===== config.mk =====
export PLATFORM = sky130hd
export DESIGN_NAME = tier_placement_planner
export DESIGN_NICKNAME = d
export VERILOG_FILES = /design/src/tpp_pkg.sv /design/src/tpp_ratio_stage.sv /design/src/tpp_plan_core.sv /design/src/tier_placement_planner.sv
export VERILOG_INCLUDE_DIRS = /design/src /design/src/src
export SDC_FILE = /design/constraint.sdc
export NUM_CORES = 2
export LEC_CHECK = 0
export BUFFER_PORTS_ARGS = -buffer_cell sky130_fd_sc_hd__buf_2
export CAP_MARGIN = 20
export CORE_UTILIZATION = 49
export DETAILED_ROUTE_END_ITERATION = 10
export PLACE_DENSITY = 0.76
export SETUP_SLACK_MARGIN = 0.02
export SYNTH_ARGS = -nofsm -noshare
export SYNTH_HDL_FRONTEND = slang
export SYNTH_HIERARCHICAL = 1
export SYNTH_SLANG_ARGS = --single-unit

===== constraint.sdc =====
create_clock -name clk -period 9.2 [get_ports clk]
set_input_delay 0.92 -clock clk [delete_from_list [all_inputs] [get_ports clk]]
set_output_delay 0.92 -clock clk [all_outputs]
set_load 0.01 [all_outputs]

===== src/tier_placement_planner_defines.svh =====
// Assertion macros for the tier placement planner.
// Included by the top level; expects clk and rst_n in scope.
`ifndef TIER_PLACEMENT_PLANNER_DEFINES_SVH
`define TIER_PLACEMENT_PLANNER_DEFINES_SVH

// same-cycle implication
`define TPP_ASSERT_NOW(label, ante, cons, msg) \
    label: assert property (@(posedge clk) disable iff (!rst_n) (ante) |-> (cons)) \
        else $error(msg);

// next-cycle implication
`define TPP_ASSERT_NEXT(label, ante, cons, msg) \
    label: assert property (@(posedge clk) disable iff (!rst_n) (ante) |=> (cons)) \
        else $error(msg);

`endif


===== src/tpp_pkg.sv =====
// Shared types and constants for the tier placement planner.
// No dependencies.
`default_nettype none

package tpp_pkg;

    localparam int TIER_ID_BITS_DEF    = 8;
    localparam int BYTE_COUNT_BITS_DEF = 48;
    localparam int KEY_BITS            = 32;
    localparam int COPY_BITS           = 4;
    localparam int FAST_ID_BITS        = 8;
    localparam int WM_BITS             = 17;
    localparam int WM_FRAC_BITS        = 16;
    localparam int CFG_DATA_BITS       = 17;
    localparam int CFG_INDEX_BITS      = 2;

    localparam logic [WM_BITS-1:0] WM_ONE         = 17'd65536;
    localparam logic [WM_BITS-1:0] HIGH_WM_RESET  = 17'd58982;
    localparam logic [WM_BITS-1:0] LOW_WM_RESET   = 17'd45875;

    localparam logic CMD_BEGIN = 1'b0;
    localparam logic CMD_KEY   = 1'b1;

    typedef enum logic [1:0] {
        ACT_NONE      = 2'd0,
        ACT_EVICT     = 2'd1,
        ACT_MIGRATE   = 2'd2,
        ACT_REPLICATE = 2'd3
    } action_t;

    typedef enum logic [1:0] {
        ST_OK         = 2'd0,
        ST_BAD_PARAMS = 2'd1,
        ST_NO_TIER    = 2'd2,
        ST_NO_REPLICA = 2'd3
    } status_t;

    typedef enum logic [CFG_INDEX_BITS-1:0] {
        CFG_FAST_TIER_ID  = 2'd0,
        CFG_FAST_TIER_SET = 2'd1,
        CFG_HIGH_WM       = 2'd2,
        CFG_LOW_WM        = 2'd3
    } cfg_index_t;

    typedef struct packed {
        logic [FAST_ID_BITS-1:0] fast_tier_id;
        logic                    fast_tier_set;
        logic [WM_BITS-1:0]      high_wm;
        logic [WM_BITS-1:0]      low_wm;
    } cfg_t;

endpackage

`default_nettype wire


===== src/tpp_ratio_stage.sv =====
// Second pipeline stage: scales total capacity by both watermarks.
// Depends on tpp_pkg.
`default_nettype none

module tpp_ratio_stage #(
    parameter int TIER_ID_BITS    = tpp_pkg::TIER_ID_BITS_DEF,
    parameter int BYTE_COUNT_BITS = tpp_pkg::BYTE_COUNT_BITS_DEF
) (
    input  wire                                       clk,
    input  wire                                       rst_n,
    input  tpp_pkg::cfg_t                             cfg,
    input  wire                                       s1_valid,
    input  wire                                       s2_ready,
    input  wire                                       s1_command,
    input  wire  [BYTE_COUNT_BITS-1:0]                s1_used,
    input  wire  [BYTE_COUNT_BITS-1:0]                s1_total,
    input  wire                                       s1_fast_stats,
    input  wire                                       s1_slow_present,
    input  wire  [TIER_ID_BITS-1:0]                   s1_slow_tier,
    input  wire  [tpp_pkg::KEY_BITS-1:0]              s1_key,
    input  wire  [BYTE_COUNT_BITS-1:0]                s1_size,
    input  wire                                       s1_in_fast,
    input  wire  [tpp_pkg::COPY_BITS-1:0]             s1_copies,
    input  wire  [TIER_ID_BITS-1:0]                   s1_first,
    output logic                                      s2_valid,
    output logic                                      s2_command,
    output logic [BYTE_COUNT_BITS-1:0]                s2_used,
    output logic                                      s2_total_zero,
    output logic [BYTE_COUNT_BITS+tpp_pkg::WM_BITS-1:0] s2_high_prod,
    output logic [BYTE_COUNT_BITS+tpp_pkg::WM_BITS-1:0] s2_low_prod,
    output logic                                      s2_fast_stats,
    output logic                                      s2_slow_present,
    output logic [TIER_ID_BITS-1:0]                   s2_slow_tier,
    output logic [tpp_pkg::KEY_BITS-1:0]              s2_key,
    output logic [BYTE_COUNT_BITS-1:0]                s2_size,
    output logic                                      s2_in_fast,
    output logic [tpp_pkg::COPY_BITS-1:0]             s2_copies,
    output logic [TIER_ID_BITS-1:0]                   s2_first
);

    localparam int PROD_BITS = BYTE_COUNT_BITS + tpp_pkg::WM_BITS;

    logic                 s2_valid_reg;
    logic                 s2_valid_next;
    logic [PROD_BITS-1:0] high_prod_next;
    logic [PROD_BITS-1:0] low_prod_next;

    always_comb
    begin
        high_prod_next = PROD_BITS'(s1_total) * PROD_BITS'(cfg.high_wm);
        low_prod_next  = PROD_BITS'(s1_total) * PROD_BITS'(cfg.low_wm);
        s2_valid_next  = s2_ready ? s1_valid : s2_valid_reg;
    end

    always_ff @(posedge clk or negedge rst_n)
    begin
        if (!rst_n)
        begin
            s2_valid_reg <= 1'b0;
        end
        else
        begin
            s2_valid_reg <= s2_valid_next;
        end
    end

    always_ff @(posedge clk)
    begin
        if (s2_ready && s1_valid)
        begin
            s2_command      <= s1_command;
            s2_used         <= s1_used;
            s2_total_zero   <= (s1_total == '0);
            s2_high_prod    <= high_prod_next;
            s2_low_prod     <= low_prod_next;
            s2_fast_stats   <= s1_fast_stats;
            s2_slow_present <= s1_slow_present;
            s2_slow_tier    <= s1_slow_tier;
            s2_key          <= s1_key;
            s2_size         <= s1_size;
            s2_in_fast      <= s1_in_fast;
            s2_copies       <= s1_copies;
            s2_first        <= s1_first;
        end
    end

    assign s2_valid = s2_valid_reg;

endmodule

`default_nettype wire


===== src/tpp_plan_core.sv =====
// Final stage: batch state, admission sum, action choice and result register.
// Depends on tpp_pkg.
`default_nettype none

module tpp_plan_core #(
    parameter int TIER_ID_BITS    = tpp_pkg::TIER_ID_BITS_DEF,
    parameter int BYTE_COUNT_BITS = tpp_pkg::BYTE_COUNT_BITS_DEF
) (
    input  wire                                         clk,
    input  wire                                         rst_n,
    input  tpp_pkg::cfg_t                               cfg,
    input  wire                                         s2_valid,
    output logic                                        s2_ready,
    input  wire                                         s2_command,
    input  wire  [BYTE_COUNT_BITS-1:0]                  s2_used,
    input  wire                                         s2_total_zero,
    input  wire  [BYTE_COUNT_BITS+tpp_pkg::WM_BITS-1:0] s2_high_prod,
    input  wire  [BYTE_COUNT_BITS+tpp_pkg::WM_BITS-1:0] s2_low_prod,
    input  wire                                         s2_fast_stats,
    input  wire                                         s2_slow_present,
    input  wire  [TIER_ID_BITS-1:0]                     s2_slow_tier,
    input  wire  [tpp_pkg::KEY_BITS-1:0]                s2_key,
    input  wire  [BYTE_COUNT_BITS-1:0]                  s2_size,
    input  wire                                         s2_in_fast,
    input  wire  [tpp_pkg::COPY_BITS-1:0]               s2_copies,
    input  wire  [TIER_ID_BITS-1:0]                     s2_first,
    output logic                                        out_valid,
    input  wire                                         out_stall,
    output logic [1:0]                                  action,
    output logic [1:0]                                  status,
    output logic [tpp_pkg::KEY_BITS-1:0]                key_out,
    output logic [TIER_ID_BITS-1:0]                     source_tier,
    output logic [TIER_ID_BITS-1:0]                     target_tier
);

    localparam int PROD_BITS = BYTE_COUNT_BITS + tpp_pkg::WM_BITS;

    logic                         batch_ok_reg, batch_ok_next;
    logic                         above_high_reg, above_high_next;
    logic                         pre_demote_reg, pre_demote_next;
    logic [BYTE_COUNT_BITS-1:0]   target_usage_reg, target_usage_next;
    logic [BYTE_COUNT_BITS-1:0]   accumulated_reg, accumulated_next;
    logic                         slow_valid_reg, slow_valid_next;
    logic [TIER_ID_BITS-1:0]      slow_id_reg, slow_id_next;
    logic                         out_valid_reg, out_valid_next;

    logic [TIER_ID_BITS-1:0]      fast;
    logic [PROD_BITS-1:0]         used_scaled;
    logic                         begin_high;
    logic                         begin_low;
    tpp_pkg::status_t             begin_status;
    logic                         slow_ok;
    logic [BYTE_COUNT_BITS:0]     sum;
    logic                         fits;
    logic                         other;
    logic                         take;

    tpp_pkg::action_t             act_next;
    tpp_pkg::status_t             st_next;
    logic [tpp_pkg::KEY_BITS-1:0] key_next;
    logic [TIER_ID_BITS-1:0]      src_next;
    logic [TIER_ID_BITS-1:0]      dst_next;

    assign s2_ready = !out_valid_reg || !out_stall;
    assign take     = s2_valid && s2_ready;

    always_comb
    begin
        fast        = TIER_ID_BITS'(cfg.fast_tier_id);
        used_scaled = {1'b0, s2_used, {tpp_pkg::WM_FRAC_BITS{1'b0}}};
        begin_high  = used_scaled > s2_high_prod;
        begin_low   = used_scaled > s2_low_prod;
        slow_ok     = s2_slow_present && (s2_slow_tier != fast);
        sum         = {1'b0, accumulated_reg} + {1'b0, s2_size};
        fits        = sum <= {1'b0, target_usage_reg};
        other       = s2_copies > tpp_pkg::COPY_BITS'(1);

        if (!cfg.fast_tier_set)
            begin_status = tpp_pkg::ST_BAD_PARAMS;
        else if (!s2_fast_stats)
            begin_status = tpp_pkg::ST_NO_TIER;
        else if (s2_total_zero)
            begin_status = tpp_pkg::ST_BAD_PARAMS;
        else
            begin_status = tpp_pkg::ST_OK;
    end

    // batch state
    always_comb
    begin
        batch_ok_next     = batch_ok_reg;
        above_high_next   = above_high_reg;
        pre_demote_next   = pre_demote_reg;
        target_usage_next = target_usage_reg;
        accumulated_next  = accumulated_reg;
        slow_valid_next   = slow_valid_reg;
        slow_id_next      = slow_id_reg;
        if (take)
        begin
            if (s2_command == tpp_pkg::CMD_BEGIN)
            begin
                accumulated_next = '0;
                if (begin_status == tpp_pkg::ST_OK)
                begin
                    batch_ok_next     = 1'b1;
                    above_high_next   = begin_high;
                    pre_demote_next   = begin_low && !begin_high;
                    target_usage_next =
                        s2_low_prod[tpp_pkg::WM_FRAC_BITS +: BYTE_COUNT_BITS];
                    slow_valid_next   = slow_ok;
                    slow_id_next      = slow_ok ? s2_slow_tier : '0;
                end
                else
                begin
                    batch_ok_next     = 1'b0;
                    above_high_next   = 1'b0;
                    pre_demote_next   = 1'b0;
                    target_usage_next = '0;
                    slow_valid_next   = 1'b0;
                    slow_id_next      = '0;
                end
            end
            else if (batch_ok_reg && fits)
            begin
                accumulated_next = sum[BYTE_COUNT_BITS-1:0];
            end
        end
    end

    // result choice
    always_comb
    begin
        act_next = tpp_pkg::ACT_NONE;
        st_next  = tpp_pkg::ST_OK;
        key_next = s2_key;
        src_next = '0;
        dst_next = '0;
        if (s2_command == tpp_pkg::CMD_BEGIN)
        begin
            st_next  = begin_status;
            key_next = '0;
        end
        else if (!batch_ok_reg)
        begin
            act_next = tpp_pkg::ACT_NONE;
        end
        else if (s2_in_fast && !fits)
        begin
            if (above_high_reg)
            begin
                src_next = fast;
                if (!other && slow_valid_reg)
                begin
                    act_next = tpp_pkg::ACT_MIGRATE;
                    dst_next = slow_id_reg;
                end
                else
                begin
                    act_next = tpp_pkg::ACT_EVICT;
                end
            end
            else if (pre_demote_reg && !other && slow_valid_reg)
            begin
                act_next = tpp_pkg::ACT_REPLICATE;
                src_next = fast;
                dst_next = slow_id_reg;
            end
        end
        else if (s2_in_fast || !fits || pre_demote_reg)
        begin
            act_next = tpp_pkg::ACT_NONE;
        end
        else if (s2_copies == '0)
        begin
            st_next = tpp_pkg::ST_NO_REPLICA;
        end
        else
        begin
            act_next = tpp_pkg::ACT_MIGRATE;
            src_next = s2_first;
            dst_next = fast;
        end
    end

    always_comb
    begin
        out_valid_next = s2_ready ? s2_valid : out_valid_reg;
    end

    always_ff @(posedge clk or negedge rst_n)
    begin
        if (!rst_n)
        begin
            batch_ok_reg     <= 1'b0;
            above_high_reg   <= 1'b0;
            pre_demote_reg   <= 1'b0;
            target_usage_reg <= '0;
            accumulated_reg  <= '0;
            slow_valid_reg   <= 1'b0;
            slow_id_reg      <= '0;
            out_valid_reg    <= 1'b0;
        end
        else
        begin
            batch_ok_reg     <= batch_ok_next;
            above_high_reg   <= above_high_next;
            pre_demote_reg   <= pre_demote_next;
            target_usage_reg <= target_usage_next;
            accumulated_reg  <= accumulated_next;
            slow_valid_reg   <= slow_valid_next;
            slow_id_reg      <= slow_id_next;
            out_valid_reg    <= out_valid_next;
        end
    end

    always_ff @(posedge clk)
    begin
        if (take)
        begin
            action      <= act_next;
            status      <= st_next;
            key_out     <= key_next;
            source_tier <= src_next;
            target_tier <= dst_next;
        end
    end

    assign out_valid = out_valid_reg;

endmodule

`default_nettype wire


===== src/tier_placement_planner.sv =====
// Tier placement planner: one request per clock while in_stall is low, one result per request;
// each accepted request passes through the input register, the watermark product register and
// the result register. The begin request's two capacity-by-watermark products are
// set by the middle stage's multipliers; key requests need only the running-sum add and
// compare in the last stage, which also carries the batch state from one request to the next.
// Depends on tpp_pkg, tpp_ratio_stage, tpp_plan_core and the assertion macro header.
`default_nettype none

`include "tier_placement_planner_defines.svh"

module tier_placement_planner #(
    parameter int TIER_ID_BITS    = tpp_pkg::TIER_ID_BITS_DEF,
    parameter int BYTE_COUNT_BITS = tpp_pkg::BYTE_COUNT_BITS_DEF
) (
    input  wire                                 clk,
    input  wire                                 rst_n,
    input  wire                                 cfg_we,
    input  wire  [tpp_pkg::CFG_INDEX_BITS-1:0]  cfg_index,
    input  wire  [tpp_pkg::CFG_DATA_BITS-1:0]   cfg_data,
    input  wire                                 in_valid,
    output logic                                in_stall,
    input  wire                                 command,
    input  wire  [BYTE_COUNT_BITS-1:0]          used_bytes,
    input  wire  [BYTE_COUNT_BITS-1:0]          total_bytes,
    input  wire                                 fast_stats_present,
    input  wire                                 slow_present,
    input  wire  [TIER_ID_BITS-1:0]             slow_tier,
    input  wire  [tpp_pkg::KEY_BITS-1:0]        key_handle,
    input  wire  [BYTE_COUNT_BITS-1:0]          data_size,
    input  wire                                 in_fast,
    input  wire  [tpp_pkg::COPY_BITS-1:0]       copy_count,
    input  wire  [TIER_ID_BITS-1:0]             first_location,
    output logic                                out_valid,
    input  wire                                 out_stall,
    output logic [1:0]                          action,
    output logic [1:0]                          status,
    output logic [tpp_pkg::KEY_BITS-1:0]        key_out,
    output logic [TIER_ID_BITS-1:0]             source_tier,
    output logic [TIER_ID_BITS-1:0]             target_tier
);

    localparam int PROD_BITS = BYTE_COUNT_BITS + tpp_pkg::WM_BITS;

    tpp_pkg::cfg_t                   cfg_reg;
    tpp_pkg::cfg_t                   cfg_next;
    logic [tpp_pkg::WM_BITS-1:0]     wm_sat;

    logic                            s1_valid_reg, s1_valid_next;
    logic                            s1_command_reg;
    logic [BYTE_COUNT_BITS-1:0]      s1_used_reg;
    logic [BYTE_COUNT_BITS-1:0]      s1_total_reg;
    logic                            s1_fast_stats_reg;
    logic                            s1_slow_present_reg;
    logic [TIER_ID_BITS-1:0]         s1_slow_tier_reg;
    logic [tpp_pkg::KEY_BITS-1:0]    s1_key_reg;
    logic [BYTE_COUNT_BITS-1:0]      s1_size_reg;
    logic                            s1_in_fast_reg;
    logic [tpp_pkg::COPY_BITS-1:0]   s1_copies_reg;
    logic [TIER_ID_BITS-1:0]         s1_first_reg;

    logic                            s2_valid;
    logic                            s2_ready;
    logic                            s2_command;
    logic [BYTE_COUNT_BITS-1:0]      s2_used;
    logic                            s2_total_zero;
    logic [PROD_BITS-1:0]            s2_high_prod;
    logic [PROD_BITS-1:0]            s2_low_prod;
    logic                            s2_fast_stats;
    logic                            s2_slow_present;
    logic [TIER_ID_BITS-1:0]         s2_slow_tier;
    logic [tpp_pkg::KEY_BITS-1:0]    s2_key;
    logic [BYTE_COUNT_BITS-1:0]      s2_size;
    logic                            s2_in_fast;
    logic [tpp_pkg::COPY_BITS-1:0]   s2_copies;
    logic [TIER_ID_BITS-1:0]         s2_first;

    // saturate watermarks to one
    always_comb
    begin
        wm_sat   = (cfg_data > tpp_pkg::WM_ONE) ? tpp_pkg::WM_ONE : cfg_data;
        cfg_next = cfg_reg;
        if (cfg_we)
        begin
            case (tpp_pkg::cfg_index_t'(cfg_index))
                tpp_pkg::CFG_FAST_TIER_ID:
                    cfg_next.fast_tier_id = cfg_data[tpp_pkg::FAST_ID_BITS-1:0];
                tpp_pkg::CFG_FAST_TIER_SET:
                    cfg_next.fast_tier_set = cfg_data[0];
                tpp_pkg::CFG_HIGH_WM:
                    cfg_next.high_wm = wm_sat;
                tpp_pkg::CFG_LOW_WM:
                    cfg_next.low_wm = wm_sat;
                default:
                    cfg_next = cfg_reg;
            endcase
        end
    end

    always_ff @(posedge clk or negedge rst_n)
    begin
        if (!rst_n)
        begin
            cfg_reg.fast_tier_id  <= '0;
            cfg_reg.fast_tier_set <= 1'b0;
            cfg_reg.high_wm       <= tpp_pkg::HIGH_WM_RESET;
            cfg_reg.low_wm        <= tpp_pkg::LOW_WM_RESET;
        end
        else
        begin
            cfg_reg <= cfg_next;
        end
    end

    assign in_stall = s1_valid_reg && !s2_ready;

    always_comb
    begin
        s1_valid_next = in_stall ? s1_valid_reg : in_valid;
    end

    always_ff @(posedge clk or negedge rst_n)
    begin
        if (!rst_n)
        begin
            s1_valid_reg <= 1'b0;
        end
        else
        begin
            s1_valid_reg <= s1_valid_next;
        end
    end

    always_ff @(posedge clk)
    begin
        if (in_valid && !in_stall)
        begin
            s1_command_reg      <= command;
            s1_used_reg         <= used_bytes;
            s1_total_reg        <= total_bytes;
            s1_fast_stats_reg   <= fast_stats_present;
            s1_slow_present_reg <= slow_present;
            s1_slow_tier_reg    <= slow_tier;
            s1_key_reg          <= key_handle;
            s1_size_reg         <= data_size;
            s1_in_fast_reg      <= in_fast;
            s1_copies_reg       <= copy_count;
            s1_first_reg        <= first_location;
        end
    end

    tpp_ratio_stage #(
        .TIER_ID_BITS    (TIER_ID_BITS),
        .BYTE_COUNT_BITS (BYTE_COUNT_BITS)
    ) u_ratio (
        .clk             (clk),
        .rst_n           (rst_n),
        .cfg             (cfg_reg),
        .s1_valid        (s1_valid_reg),
        .s2_ready        (s2_ready),
        .s1_command      (s1_command_reg),
        .s1_used         (s1_used_reg),
        .s1_total        (s1_total_reg),
        .s1_fast_stats   (s1_fast_stats_reg),
        .s1_slow_present (s1_slow_present_reg),
        .s1_slow_tier    (s1_slow_tier_reg),
        .s1_key          (s1_key_reg),
        .s1_size         (s1_size_reg),
        .s1_in_fast      (s1_in_fast_reg),
        .s1_copies       (s1_copies_reg),
        .s1_first        (s1_first_reg),
        .s2_valid        (s2_valid),
        .s2_command      (s2_command),
        .s2_used         (s2_used),
        .s2_total_zero   (s2_total_zero),
        .s2_high_prod    (s2_high_prod),
        .s2_low_prod     (s2_low_prod),
        .s2_fast_stats   (s2_fast_stats),
        .s2_slow_present (s2_slow_present),
        .s2_slow_tier    (s2_slow_tier),
        .s2_key          (s2_key),
        .s2_size         (s2_size),
        .s2_in_fast      (s2_in_fast),
        .s2_copies       (s2_copies),
        .s2_first        (s2_first)
    );

    tpp_plan_core #(
        .TIER_ID_BITS    (TIER_ID_BITS),
        .BYTE_COUNT_BITS (BYTE_COUNT_BITS)
    ) u_core (
        .clk             (clk),
        .rst_n           (rst_n),
        .cfg             (cfg_reg),
        .s2_valid        (s2_valid),
        .s2_ready        (s2_ready),
        .s2_command      (s2_command),
        .s2_used         (s2_used),
        .s2_total_zero   (s2_total_zero),
        .s2_high_prod    (s2_high_prod),
        .s2_low_prod     (s2_low_prod),
        .s2_fast_stats   (s2_fast_stats),
        .s2_slow_present (s2_slow_present),
        .s2_slow_tier    (s2_slow_tier),
        .s2_key          (s2_key),
        .s2_size         (s2_size),
        .s2_in_fast      (s2_in_fast),
        .s2_copies       (s2_copies),
        .s2_first        (s2_first),
        .out_valid       (out_valid),
        .out_stall       (out_stall),
        .action          (action),
        .status          (status),
        .key_out         (key_out),
        .source_tier     (source_tier),
        .target_tier     (target_tier)
    );

    `TPP_ASSERT_NOW(a_error_no_action, out_valid && (status != tpp_pkg::ST_OK), action == tpp_pkg::ACT_NONE, "action on failed request")
    `TPP_ASSERT_NOW(a_evict_no_target, out_valid && (action == tpp_pkg::ACT_EVICT), target_tier == '0, "evict with target tier")
    `TPP_ASSERT_NEXT(a_accept_loads_s1, in_valid && !in_stall, s1_valid_reg, "accepted request lost")
    `TPP_ASSERT_NEXT(a_s2_holds, s2_valid && !s2_ready, s2_valid, "stalled stage dropped request")

endmodule

`default_nettype wire


==> results.toml <==
[run_status]
status = "finished, final reports clean"

[route]
drc = 0
wirelength_um = 220000
wl_per_cell_um = 21.0
ant_nets = 0
viasPerCell = 5.54
drt_iter0_drc = 4997
num_vias = 57883
drtPass1Iterations = 8

[sta]
rsz0062_at_grt = "false"
hold_viol_final = 0
fmax_ghz = 0.123
skew_ns = 0.0367
worst_slew_margin_rel_pct = 20.7
slew_viol_final = 0
setup_viol = 0
tns_ns = 0
period_minus_slack_ns = 8.12
post-route-period-util_pct = 88.2
tightest_slew_ns = 1.19

[clock_tree]
cts_resized = 0
cts_root_buf = "clkbuf_16"
h-tree-depth = 3
clk_latency_ns = 0.72
cts_buffers = 77
cts_tree = "yes"
clk_path_buf_depth = 3
ctsHoldBuffers = 0
clock_sink_count = 689
postCtsSetupBuffers = 0
cts.reportedPaths.clkPinSlew_ns = 0.06

[placed_design]
dp_hpwl_um = 170000
port_buffers = 277
gp_congestion = 0.955

[setup_path]
path_cells = "buf_4 -> nand2_1 -> fa_1 -> fa_1 -> fa_1 -> inv_1 -> fa_1 -> fa_1 -> inv_1 -> fa_1 -> inv_1 -> ha_1 -> nand2_1 -> a21oi_1 -> o211ai_1 -> a211oi_1 -> nor2_1 -> o21ai_0 -> a21boi_0 -> xnor2_1"
start_kind = "flop"
slowest_delay_ns = 1.13
rrSetupSlack_ns = 1.08
crit_required_ns = 9.62
path_class = "reg -> reg"
cpMaxStageDelayCell = "edfxtp_1"
worst-path-max-fanout = 22
critPathMostFrequentCell = "fa_1"
crit_arrival_ns = 8.53
end_kind = "flop"

[logic_synthesis]
synth_top_area_share_pct = 34.1
synth_nets = 10246
syn-instance-count = 8173
synth.area.mux_share_pct = 0.610
ys.flop_type = "edfxtp_1"
syn_area_mm2 = 0.0810
synthesis.area_per_instance_um2 = 9.91
synth_compound_area_share_pct = 7.55
synth_top_family_by_area = "adder cells"
synth.distinct_cells = 106
synth_seq_cells = 689
synth_warnings = 6
yosysTopAreaCell = "fa_1"
synth_xor_area_share_pct = 1.82
synth_fa_ha_area_share_pct = 41.4
synth-seq-area-share_pct = 24.6
synth_simple_gate_area_share_pct = 13.2
async_flop_share_pct = 22.4
synth_area_leaders = "fa_1 (34%), edfxtp_1 (20%), inv_1 (8.4%)"
synth-edff-count = 535

[die]
die_x_um = 408
coreArea_mm2 = 0.163
start_util_pct = 49.6
die_y_um = 408
rows = 148
ioPinCount = 278
die-area_mm2 = 0.167

[finish]
final_cell_mix = "inv_1 (1818), fa_1 (1379), nand2_1 (1288)"
final_common_cell = "inv_1"
syn2layout_area_growth_pct = 7.54
drive_above_1_share_pct = 7.98
nets = 10269
biggestRegsByFlops = "u_ratio/s2_high_prod (65), u_ratio/s2_low_prod (65)"

[global_route]
first_global_vias = 62342
antenna_found_initial = 19
grt_pass1_wl_um = 345000
grt_use_total_pct = 26.5
grt_max_degree = 139
grt_overflow = 0

[hold_path]
hold_class = "in -> async"

[flow_run]
drv_cap = 0
-- per-stage QoR --
step | utilization (%) | instances | setup slack [ns] | hold WS, ns | instance area (um2)
2_1_floorplan | - | 8173 | 1.01 | 0.400 | 81000
3_3_place_gp | 51.5 | 10282 | 1.10 | 0.400 | 84100
4_1_cts | 53.2 | 10430 | 1.11 | 0.127 | 86900
6_report | 53.3 | 10443 | 1.08 | 0.143 | 87100
3_5_place_dp | 51.6 | 10286 | 1.11 | 0.405 | 84200
5_1_grt | 53.3 | 10436 | 0.818 | 0.171 | 87000
-- synthesized netlist by cell type, types with 21 or more instances --
cell type,n
a21o_1,155
nand2b_1,21
nand4_1,93
nor3_1,36
o21ai_0,110
and2_1,527
o21bai_1,34
nor4_1,29
dfrtp_1,136
edfxtp_1,535
o21a_1,21
clkbuf_1,423
xor2_1,68
nand2_1,1288
fa_1,1379
a21oi_1,250
mux2i_1,37
nor2_1,119
ha_1,470
xnor2_1,100
inv_1,1818
nand3_1,35
a22o_1,118
and3_1,22
-- layer usage --
layer	wire, um	part of all wire, %	global-route usage (%)
met2	102000	46	43.0
met5	184	0.084	0
met4	10000	4.6	11.7
met1	83300	38	33.3
met3	24300	11	7.03
-- worst paths after layout --
kind	startpoint	end	cells past startpoint
setup / recovery	s1_total_reg[17]$_DFFE_PP_	u_ratio/s2_high_prod[33]$_DFFE_PP_	20
hold / removal	rst_n	u_core/accumulated_reg[5]$_DFFE_PN0P_	1
setup reg to reg	s1_total_reg[17]$_DFFE_PP_	u_ratio/s2_high_prod[33]$_DFFE_PP_	20
hold reg to reg	s1_key_reg[21]$_DFFE_PP_	u_ratio/s2_key[21]$_DFFE_PP_	0
max in group asynchronous	rst_n	cfg_reg[33]$_DFFE_PN0P_	2
min in group clk	total_bytes[23]	s1_total_reg[23]$_DFFE_PP_	1
-- logic make-up after synthesis --
logic type                 Yosys count
AOI/OAI and AO/OA                  880
xor gates and xnor gates           168
adders and majority gates         1849
buffers and inverters             2284
DFF                                689
muxes                               48
and+or+nand+nor                   2255
-- critical path: cells and delay by family (launching register included) --
family                     cells  cell delay, ns
adders and majority gates      7            3.46
AOI/OAI and AO/OA              5            1.68
DFF                            1            1.13
buffers and inverters          4            0.55
and+or+nand+nor                3            0.53
xor gates and xnor gates       1            0.47
-- layout make-up --
| class | count | area [um2] |
|---|---|---|
| fillers | 14015 | 76300 |
| clock buffers | 98 | 2060 |
| multi-input cells | 5200 | 52300 |
| diodes | 7 | 17.5 |
| flip-flops and latches | 689 | 19900 |
| inverters | 1818 | 6820 |
| repair buffers | 410 | 2580 |
| well taps | 2175 | 2720 |
| clock inverters | 46 | 624 |
Power is left out: the tool's default activity adds up to more than one toggle a clock period on the data nets, which glitch-free logic cannot reach.
